==> src/hw/rtl/mdd_pkg.sv <==
// Shared types and constants for the magnetic door detector.
`default_nettype none

package mdd_pkg;

  localparam int IN_DATA_W  = 88;
  localparam int OUT_DATA_W = 72;
  localparam int CFG_IDX_W  = 3;
  localparam int CFG_DATA_W = 16;

  typedef enum logic [CFG_IDX_W-1:0] {
    CFG_COEF_X     = 3'd0,
    CFG_COEF_Y     = 3'd1,
    CFG_COEF_Z     = 3'd2,
    CFG_OPEN_THR   = 3'd3,
    CFG_CLOSED_THR = 3'd4,
    CFG_DEBOUNCE   = 3'd5
  } cfg_idx_t;

  localparam logic [15:0] COEF_X_RST   = 16'd512;
  localparam logic [15:0] COEF_Y_RST   = 16'd512;
  localparam logic [15:0] COEF_Z_RST   = 16'd2560;
  localparam logic [14:0] OPEN_RST     = 15'd0;
  localparam logic [14:0] CLOSED_RST   = 15'd0;
  localparam logic [15:0] DEBOUNCE_RST = 16'd100;

  localparam logic [1:0] AXIS_X = 2'd0;
  localparam logic [1:0] AXIS_Y = 2'd1;
  localparam logic [1:0] AXIS_Z = 2'd2;

  typedef struct packed {
    logic [15:0] coef_x;
    logic [15:0] coef_y;
    logic [15:0] coef_z;
    logic [14:0] open_thr;
    logic [14:0] closed_thr;
    logic [15:0] debounce;
  } cfg_regs_t;

endpackage

`default_nettype wire

==> src/hw/rtl/mdd_cfg.sv <==
// Configuration register file of the door detector.
`default_nettype none

module mdd_cfg (
  input  wire logic                             clk,
  input  wire logic                             rst_n,
  input  wire logic                             cfg_valid,
  output logic                                  cfg_ready,
  input  wire logic [mdd_pkg::CFG_IDX_W-1:0]    cfg_index,
  input  wire logic [mdd_pkg::CFG_DATA_W-1:0]   cfg_data,
  output mdd_pkg::cfg_regs_t                    regs_r
);

  assign cfg_ready = 1'b1;

  always_ff @(posedge clk) begin
    if (!rst_n) begin
      regs_r.coef_x     <= mdd_pkg::COEF_X_RST;
      regs_r.coef_y     <= mdd_pkg::COEF_Y_RST;
      regs_r.coef_z     <= mdd_pkg::COEF_Z_RST;
      regs_r.open_thr   <= mdd_pkg::OPEN_RST;
      regs_r.closed_thr <= mdd_pkg::CLOSED_RST;
      regs_r.debounce   <= mdd_pkg::DEBOUNCE_RST;
    end else if (cfg_valid) begin
      unique case (mdd_pkg::cfg_idx_t'(cfg_index))
        mdd_pkg::CFG_COEF_X:     regs_r.coef_x     <= cfg_data;
        mdd_pkg::CFG_COEF_Y:     regs_r.coef_y     <= cfg_data;
        mdd_pkg::CFG_COEF_Z:     regs_r.coef_z     <= cfg_data;
        mdd_pkg::CFG_OPEN_THR:   regs_r.open_thr   <= cfg_data[14:0];
        mdd_pkg::CFG_CLOSED_THR: regs_r.closed_thr <= cfg_data[14:0];
        mdd_pkg::CFG_DEBOUNCE:   regs_r.debounce   <= cfg_data;
        default: ;
      endcase
    end
  end

endmodule

`default_nettype wire

==> src/hw/rtl/mdd_mul.sv <==
// Shared 16x16 unsigned multiplier with registered product.
`default_nettype none

module mdd_mul (
  input  wire logic        clk,
  input  wire logic [15:0] a,
  input  wire logic [15:0] b,
  output logic      [31:0] p_r
);

  always_ff @(posedge clk) begin
    p_r <= 32'(a) * 32'(b);
  end

endmodule

`default_nettype wire

==> src/hw/rtl/mdd_axis.sv <==
// One axis: temperature compensation of the origin and absolute distance term.
`default_nettype none

module mdd_axis (
  input  wire logic signed [15:0] org,
  input  wire logic signed [15:0] sample,
  input  wire logic        [15:0] pmag,
  input  wire logic               delta_neg,
  output logic signed      [15:0] comp,
  output logic             [15:0] dabs
);

  logic signed [17:0] org_e;
  logic signed [17:0] pmag_e;
  logic signed [17:0] sum;
  logic        [16:0] s_abs;
  logic        [16:0] c_abs;
  logic        [16:0] diff;
  logic        [16:0] diff_neg;

  assign org_e  = {{2{org[15]}}, org};
  assign pmag_e = {2'b00, pmag};

  // add when origin and delta share a sign, subtract otherwise
  always_comb begin
    if (org[15] == delta_neg) sum = org_e + pmag_e;
    else                      sum = org_e - pmag_e;
  end

  always_comb begin
    priority if (sum > 18'sd32767)  comp = 16'sh7FFF;
    else if (sum < -18'sd32768)     comp = 16'sh8000;
    else                            comp = sum[15:0];
  end

  assign s_abs    = sample[15] ? (17'd0 - {1'b1, sample}) : {1'b0, sample};
  assign c_abs    = comp[15]   ? (17'd0 - {1'b1, comp})   : {1'b0, comp};
  assign diff     = s_abs - c_abs;
  assign diff_neg = 17'd0 - diff;
  assign dabs     = diff[16] ? diff_neg[15:0] : diff[15:0];

endmodule

`default_nettype wire

==> src/hw/rtl/magnetic_door_detector.sv <==
// Top level of the magnetic door detector: sequencer around a shared multiplier.
//
// An item is taken when in_tready is high and then occupies the block until its
// result is loaded into the output register. A calibrate item or an event that
// falls inside the debounce gap passes only through the check and done states.
// An accepted event also runs the compensation, square and accumulate states for
// each axis and then two threshold states: the single 16x16 multiplier runs eight
// times in sequence (three compensation products, three squared axis distances,
// two squared thresholds), each result registered before use. When the previous
// result still sits unread in the output register the sequencer holds in its last
// step until out_tready frees it. Configuration writes are always ready and take
// effect on the next cycle.
`default_nettype none

module magnetic_door_detector #(
  parameter int TICK_BITS = 32
) (
  input  wire logic                              clk,
  input  wire logic                              rst_n,
  input  wire logic                              in_tvalid,
  output logic                                   in_tready,
  // tick[31:0], temperature[39:32], mag_x[55:40], mag_y[71:56], mag_z[87:72]
  input  wire logic [mdd_pkg::IN_DATA_W-1:0]     in_tdata,
  // kind[0]
  input  wire logic                              in_tuser,
  output logic                                   out_tvalid,
  input  wire logic                              out_tready,
  // door_open[0], state_changed[1], accepted[2], armed_threshold[17:3],
  // comp_origin_x[33:18], comp_origin_y[49:34], comp_origin_z[65:50], zero[71:66]
  output logic      [mdd_pkg::OUT_DATA_W-1:0]    out_tdata,
  input  wire logic                              cfg_valid,
  output logic                                   cfg_ready,
  input  wire logic [mdd_pkg::CFG_IDX_W-1:0]     cfg_index,
  input  wire logic [mdd_pkg::CFG_DATA_W-1:0]    cfg_data
);

  typedef enum logic [2:0] {
    S_IDLE, S_CHECK, S_COMP, S_SQ, S_ACC, S_THO, S_THC, S_DONE
  } state_t;

  mdd_pkg::cfg_regs_t cfg;

  state_t                 state_r;
  logic [1:0]             axis_r;
  logic [1:0]             axis_nxt;
  logic                   kind_r;
  logic [TICK_BITS-1:0]   tick_r;
  logic [TICK_BITS-1:0]   last_tick_r;
  logic [TICK_BITS-1:0]   gap;
  logic                   gap_ok;
  logic signed [7:0]      temp_r;
  logic signed [7:0]      calib_r;
  logic signed [15:0]     mag_r [3];
  logic signed [15:0]     org_r [3];
  logic signed [15:0]     comp_r [3];
  logic [7:0]             dmag_r;
  logic                   delta_neg_r;
  logic [15:0]            dabs_r;
  logic [31:0]            sum_r;
  logic [31:0]            sum_nxt;
  logic                   open_hit_r;
  logic                   closed_hit;
  logic                   door_r;
  logic                   changed_r;
  logic                   accepted_r;
  logic                   out_valid_r;
  logic [mdd_pkg::OUT_DATA_W-1:0] out_data_r;

  logic signed [8:0]      delta_in;
  logic [8:0]             delta_in_neg;
  logic [15:0]            mul_a;
  logic [15:0]            mul_b;
  logic [31:0]            mul_p;
  logic [15:0]            coef_cur;
  logic [15:0]            coef_next;
  logic signed [15:0]     comp_w;
  logic [15:0]            dabs_w;
  logic [14:0]            armed;

  mdd_cfg u_cfg (
    .clk       (clk),
    .rst_n     (rst_n),
    .cfg_valid (cfg_valid),
    .cfg_ready (cfg_ready),
    .cfg_index (cfg_index),
    .cfg_data  (cfg_data),
    .regs_r    (cfg)
  );

  mdd_mul u_mul (
    .clk (clk),
    .a   (mul_a),
    .b   (mul_b),
    .p_r (mul_p)
  );

  mdd_axis u_axis (
    .org       (org_r[axis_r]),
    .sample    (mag_r[axis_r]),
    .pmag      (mul_p[23:8]),
    .delta_neg (delta_neg_r),
    .comp      (comp_w),
    .dabs      (dabs_w)
  );

  assign in_tready  = (state_r == S_IDLE);
  assign out_tvalid = out_valid_r;
  assign out_tdata  = out_data_r;

  assign delta_in     = {in_tdata[39], in_tdata[39:32]} - {calib_r[7], calib_r};
  assign delta_in_neg = 9'd0 - delta_in;

  assign gap    = tick_r - last_tick_r;
  assign gap_ok = (gap >= TICK_BITS'(cfg.debounce));

  assign axis_nxt   = axis_r + 2'd1;
  assign sum_nxt    = ((axis_r == mdd_pkg::AXIS_X) ? 32'd0 : sum_r) + mul_p;
  assign closed_hit = (sum_r < mul_p);
  assign armed      = door_r ? cfg.closed_thr : cfg.open_thr;

  always_comb begin
    unique case (axis_r)
      mdd_pkg::AXIS_X: begin
        coef_cur  = cfg.coef_x;
        coef_next = cfg.coef_y;
      end
      mdd_pkg::AXIS_Y: begin
        coef_cur  = cfg.coef_y;
        coef_next = cfg.coef_z;
      end
      default: begin
        coef_cur  = cfg.coef_z;
        coef_next = cfg.coef_z;
      end
    endcase
  end

  // operand select for the shared multiplier; the registered product is used in the next state
  always_comb begin
    mul_a = 16'd0;
    mul_b = 16'd0;
    unique case (state_r)
      S_CHECK: begin
        mul_a = {8'd0, dmag_r};
        mul_b = coef_cur;
      end
      S_SQ: begin
        mul_a = dabs_r;
        mul_b = dabs_r;
      end
      S_ACC: begin
        if (axis_r == mdd_pkg::AXIS_Z) begin
          mul_a = {1'b0, cfg.open_thr};
          mul_b = {1'b0, cfg.open_thr};
        end else begin
          mul_a = {8'd0, dmag_r};
          mul_b = coef_next;
        end
      end
      S_THO: begin
        mul_a = {1'b0, cfg.closed_thr};
        mul_b = {1'b0, cfg.closed_thr};
      end
      default: ;
    endcase
  end

  always_ff @(posedge clk) begin
    if (!rst_n) begin
      state_r     <= S_IDLE;
      out_valid_r <= 1'b0;
      door_r      <= 1'b0;
      calib_r     <= 8'sd0;
      last_tick_r <= '0;
      axis_r      <= mdd_pkg::AXIS_X;
      for (int i = 0; i < 3; i++) org_r[i] <= 16'sd0;
    end else begin
      // S_DONE reloads the output register itself
      if (out_valid_r && out_tready && state_r != S_DONE) out_valid_r <= 1'b0;
      unique case (state_r)
        S_IDLE: begin
          if (in_tvalid) begin
            kind_r      <= in_tuser;
            tick_r      <= TICK_BITS'(in_tdata[31:0]);
            temp_r      <= in_tdata[39:32];
            mag_r[0]    <= in_tdata[55:40];
            mag_r[1]    <= in_tdata[71:56];
            mag_r[2]    <= in_tdata[87:72];
            delta_neg_r <= delta_in[8];
            dmag_r      <= delta_in[8] ? delta_in_neg[7:0] : delta_in[7:0];
            axis_r      <= mdd_pkg::AXIS_X;
            state_r     <= S_CHECK;
          end
        end
        S_CHECK: begin
          changed_r <= 1'b0;
          if (kind_r) begin
            for (int i = 0; i < 3; i++) begin
              org_r[i]  <= mag_r[i];
              comp_r[i] <= mag_r[i];
            end
            calib_r    <= temp_r;
            door_r     <= 1'b0;
            accepted_r <= 1'b1;
            state_r    <= S_DONE;
          end else if (!gap_ok) begin
            // debounced: nothing changes, compensated fields read zero
            for (int i = 0; i < 3; i++) comp_r[i] <= 16'sd0;
            accepted_r <= 1'b0;
            state_r    <= S_DONE;
          end else begin
            state_r <= S_COMP;
          end
        end
        S_COMP: begin
          comp_r[axis_r] <= comp_w;
          dabs_r         <= dabs_w;
          state_r        <= S_SQ;
        end
        S_SQ: begin
          state_r <= S_ACC;
        end
        S_ACC: begin
          sum_r <= sum_nxt;
          if (axis_r == mdd_pkg::AXIS_Z) begin
            state_r <= S_THO;
          end else begin
            axis_r  <= axis_nxt;
            state_r <= S_COMP;
          end
        end
        S_THO: begin
          open_hit_r <= (sum_r > mul_p);
          state_r    <= S_THC;
        end
        S_THC: begin
          priority if (!door_r && open_hit_r) begin
            door_r    <= 1'b1;
            changed_r <= 1'b1;
          end else if (door_r && closed_hit) begin
            door_r    <= 1'b0;
            changed_r <= 1'b1;
          end else begin
            changed_r <= 1'b0;
          end
          accepted_r  <= 1'b1;
          last_tick_r <= tick_r;
          state_r     <= S_DONE;
        end
        S_DONE: begin
          // hold until the output register is free
          if (!out_valid_r || out_tready) begin
            out_valid_r <= 1'b1;
            out_data_r  <= {6'd0, comp_r[2], comp_r[1], comp_r[0], armed,
                            accepted_r, changed_r, door_r};
            state_r     <= S_IDLE;
          end
        end
        default: state_r <= S_IDLE;
      endcase
    end
  end

endmodule

`default_nettype wire

==> config.mk <==
export PLATFORM = sky130hd
export DESIGN_NAME = magnetic_door_detector
export DESIGN_NICKNAME = d
export VERILOG_FILES = /design/src/hw/rtl/mdd_pkg.sv /design/src/hw/rtl/mdd_cfg.sv /design/src/hw/rtl/mdd_mul.sv /design/src/hw/rtl/mdd_axis.sv /design/src/hw/rtl/magnetic_door_detector.sv
export SDC_FILE = /design/constraint.sdc
export NUM_CORES = 2
export LEC_CHECK = 0
export ABC_AREA = 1
export BUFFER_PORTS_ARGS = -buffer_cell sky130_fd_sc_hd__buf_4
export CAP_MARGIN = 20
export CORE_MARGIN = 4
export CORE_UTILIZATION = 65
export DETAILED_ROUTE_END_ITERATION = 16
export PLACE_DENSITY = 0.88
export SLEW_MARGIN = 40
export SYNTH_ARGS = -nofsm -noshare
export SYNTH_HDL_FRONTEND = slang
export SYNTH_SLANG_ARGS = --single-unit
==> constraint.sdc <==
create_clock -name clk -period 19.7 [get_ports clk]
set_input_delay 0.985 -clock clk [delete_from_list [all_inputs] [get_ports clk]]
set_output_delay 0.985 -clock clk [all_outputs]
set_load 0.05 [all_outputs]
==> flow_metrics.tcl <==
set metrics [dict create \
    status "complete, no violations" \
    critPathCaptureType "register" \
    cts_max_level 2 \
    cts_setup_buffers 0 \
    synth_cell_type_count 62 \
    fill_cells 3791 \
    portBuffers 180 \
    setup_slack_ns 11.40 \
    fp.dieArea_um2 57800 \
    hold_path.startpoint "comp_r[0][10]" \
    avgSynthCellArea_um2 8.31 \
    dp_hpwl_um 71100 \
    yosys_warnings 0 \
    p_sw_share_pct 50.8 \
    fin_util_pct 73.2 \
    intPower_mw 3.42 \
    crit_start "axis_r[0]" \
    startpoint_type "register" \
    clock_skew_ns 0.0667 \
    n_antenna_cell 0 \
    seqPwrFrac_pct 21.3 \
    cp_slowest_cell "clkinv_1" \
    layout_commonest_cell "nand2_1" \
    ys_seq_elements 486 \
    path_max_fanout 73 \
    num_rows 84 \
    synth_ff_type "edfxtp_1" \
    pwr-share-comb_pct 65.4 \
    grt_max_degree 114 \
    dr.pass1.iters 8 \
    setup_tns_ns 0 \
    remaining_drc_errors 0 \
    path_clk_slew_ns 0.07 \
    total_leakage_power_nw 18.0 \
    cts_root_buf "clkbuf_16" \
    p_clk_share_pct 13.3 \
    grt_pass1_wl_um 153000 \
    period_share_pct 42.1 \
    r2r-start "axis_r[0]" \
    timing.fmax_mhz 121 \
    max_stage_delay_ns 0.74 \
    start_util_pct 66.3 \
    avgRoutedWirePerCell_um 18.6 \
    netSwitchingPower_mw 3.53 \
    final_cell_mix "836 x nand2_1, 721 x inv_1, 444 x nor2_1, 311 x edfxtp_1, 308 x o21ai_0" \
    nNetsFinal 4952 \
    die_y_um 240 \
    grt_pass1_vias 29600 \
    relSlewSlack_pct 42.3 \
    gp_congestion 0.976 \
    overflow 0 \
    initialDrtViolationCount 3521 \
    hold_slack_ns 0.417 \
    core_area_um2 53000 \
    cts_resized 0 \
    critPathArrivalTime_ns 8.85 \
    cp_common_cell "fa_1" \
    rsz0062_at_grt "no" \
    min_path_type "reg -> reg" \
    drive_gt1_share_pct 8.12 \
    ant_nets 0 \
    synthCells 4226 \
    gr-usage-all-layers_pct 33.1 \
    slew_viol_final 0 \
    tightest_slew_ns 0.861 \
    clock_latency_ns 0.63 \
    synth_edf_count 311 \
    ctsHoldBuffers 0 \
    antenna_found_initial 1 \
    cts_tree "yes" \
    pre_cts_ws_ns 11.53 \
    synthArstFlopShare_pct 0 \
    vias 29800 \
    synth_area_um2 35100 \
    required_ns 20.26 \
    drt-total-wl_um 95100 \
    routed_via_density 5.84 \
    clk_path_buf_depth 3 \
    power_density_nw_per_um2 179 \
    crit_type "reg -> reg" \
    num_io_pins 188 \
    die_x_um 240 \
    finalSetupViolations 0 \
    areaGrowthSynthToFinish_pct 10.4 \
    numCtsBuffers 50 \
    cts_sinks 486 \
    ys_seq_area_share_pct 36.6 \
    finalHoldViolCount 0 \
    peakVddDrop_uv 383 \
    fin_crit_ns 8.30 \
    max_cap_viol_count 0 \
]
-- flip-flops by register name, indices dropped and copies added (netlist names), 2 cells and up, named ones only --
signal	count
sum_r	32
out_tdata	66
u_cfg.regs_r	94
mag_r	48
tick_r	32
last_tick_r	32
comp_r	48
calib_r	8
u_mul.p_r	32
temp_r	8
dmag_r	8
state_r	3
org_r	48
axis_r	2
dabs_r	16
-- cells by family (layout without fill, tap and decap cells) --
logic type / Yosys count / after routing / share of synthesized area [%]
simple gates: 1533 / 1533 / 18.0
flops: 486 / 486 / 36.6
fa+ha+maj: 462 / 462 / 20.7
mux: 1 / 1 / 0.0285
xor+xnor: 158 / 158 / 3.94
compound gates: 727 / 727 / 11.4
buf+inv: 857 / 1045 / 9.32
other cells: 2 / 7 / 0.0214
-- layer usage --
layer	part of all wire [%]	global-route usage (%)
met3	11	6.15
met2	46	54.3
met5	0.014	0
met4	5.1	15.0
met1	38	43.1
-- Yosys cell counts, types with 5 or more instances --
| library cell | n | area (um^2) |
|---|---|---|
| nand2_1 | 836 | 3140 |
| inv_1 | 721 | 2710 |
| nor2_1 | 449 | 1690 |
| o21ai_0 | 312 | 1560 |
| edfxtp_1 | 311 | 9340 |
| a21oi_1 | 274 | 1370 |
| ha_1 | 263 | 3290 |
| fa_1 | 199 | 3980 |
| dfxtp_1 | 175 | 3500 |
| nand3_1 | 118 | 591 |
| xor2_1 | 110 | 963 |
| clkbuf_1 | 98 | 368 |
| xnor2_1 | 48 | 420 |
| nor3_1 | 37 | 185 |
| o211ai_1 | 34 | 255 |
| nand4_1 | 23 | 144 |
| a31oi_1 | 19 | 119 |
| nand2_2 | 14 | 87.6 |
| o21bai_1 | 14 | 105 |
| a21o_1 | 12 | 90.1 |
| o21a_1 | 11 | 82.6 |
| clkinv_1 | 10 | 37.5 |
| a22o_1 | 9 | 78.8 |
| nor4_1 | 9 | 56.3 |
| a21boi_0 | 8 | 60.1 |
| buf_2 | 8 | 40.0 |
| nand3b_1 | 8 | 60.1 |
| and2_1 | 7 | 43.8 |
| buf_4 | 7 | 52.6 |
| nand3_2 | 7 | 70.1 |
| o21ai_1 | 7 | 35.0 |
| inv_2 | 6 | 22.5 |
| a221oi_1 | 5 | 43.8 |
| nor2_4 | 5 | 56.3 |
-- final cells by class --
type,count,area [um^2],share of cell area (%)
tap,688,861,2.22
sequential,486,12800,33.1
clock inverter,25,215,0.555
inverter,738,2770,7.15
timing repair buffer,213,1600,4.14
clock buffer,69,1380,3.55
multi-input combinational,2888,19100,49.3
-- path summary, 6_finish.rpt --
kind,slack (ns),to,depth (start not counted)
worst min-delay path,0.42,out_tdata[28],0
worst min register to register,0.42,out_tdata[28],0
worst max register to register,11.40,u_mul.p_r[31],28
worst max-delay path,11.40,u_mul.p_r[31],28
-- through the flow --
| step | power [mW] | cell area [um^2] | instances |
|---|---|---|---|
| CTS | 6.85 | 38700 | 5106 |
| detailed placement | 5.89 | 37200 | 5012 |
| floorplan | 4.85 | 35100 | 4231 |
| global route | 7.52 | 38800 | 5107 |
| finish | 6.96 | 38800 | 5107 |
| global placement | 5.73 | 37100 | 5012 |
-- power groups by stage --
stage,sequential (mW),combinational (mW),clock (mW)
after floorplan,1.48,3.37,0
after global placement,1.50,4.24,0
after detailed placement,1.50,4.39,0
after CTS,1.48,4.44,0.930
after global routing,1.49,5.06,0.975
final,1.48,4.55,0.927
-- critical path, delay by kind of cell, from the launching register on --
kind | cells | cell delay, ns
AOI/OAI and AO/OA | 3 | 0.68
DFF | 1 | 0.33
xor gates and xnor gates | 1 | 0.16
adders and majority gates | 8 | 3.36
and+or+nand+nor | 9 | 1.64
buffers and inverters | 7 | 2.08
No activity file was read; power rests on OpenSTA's default activity.
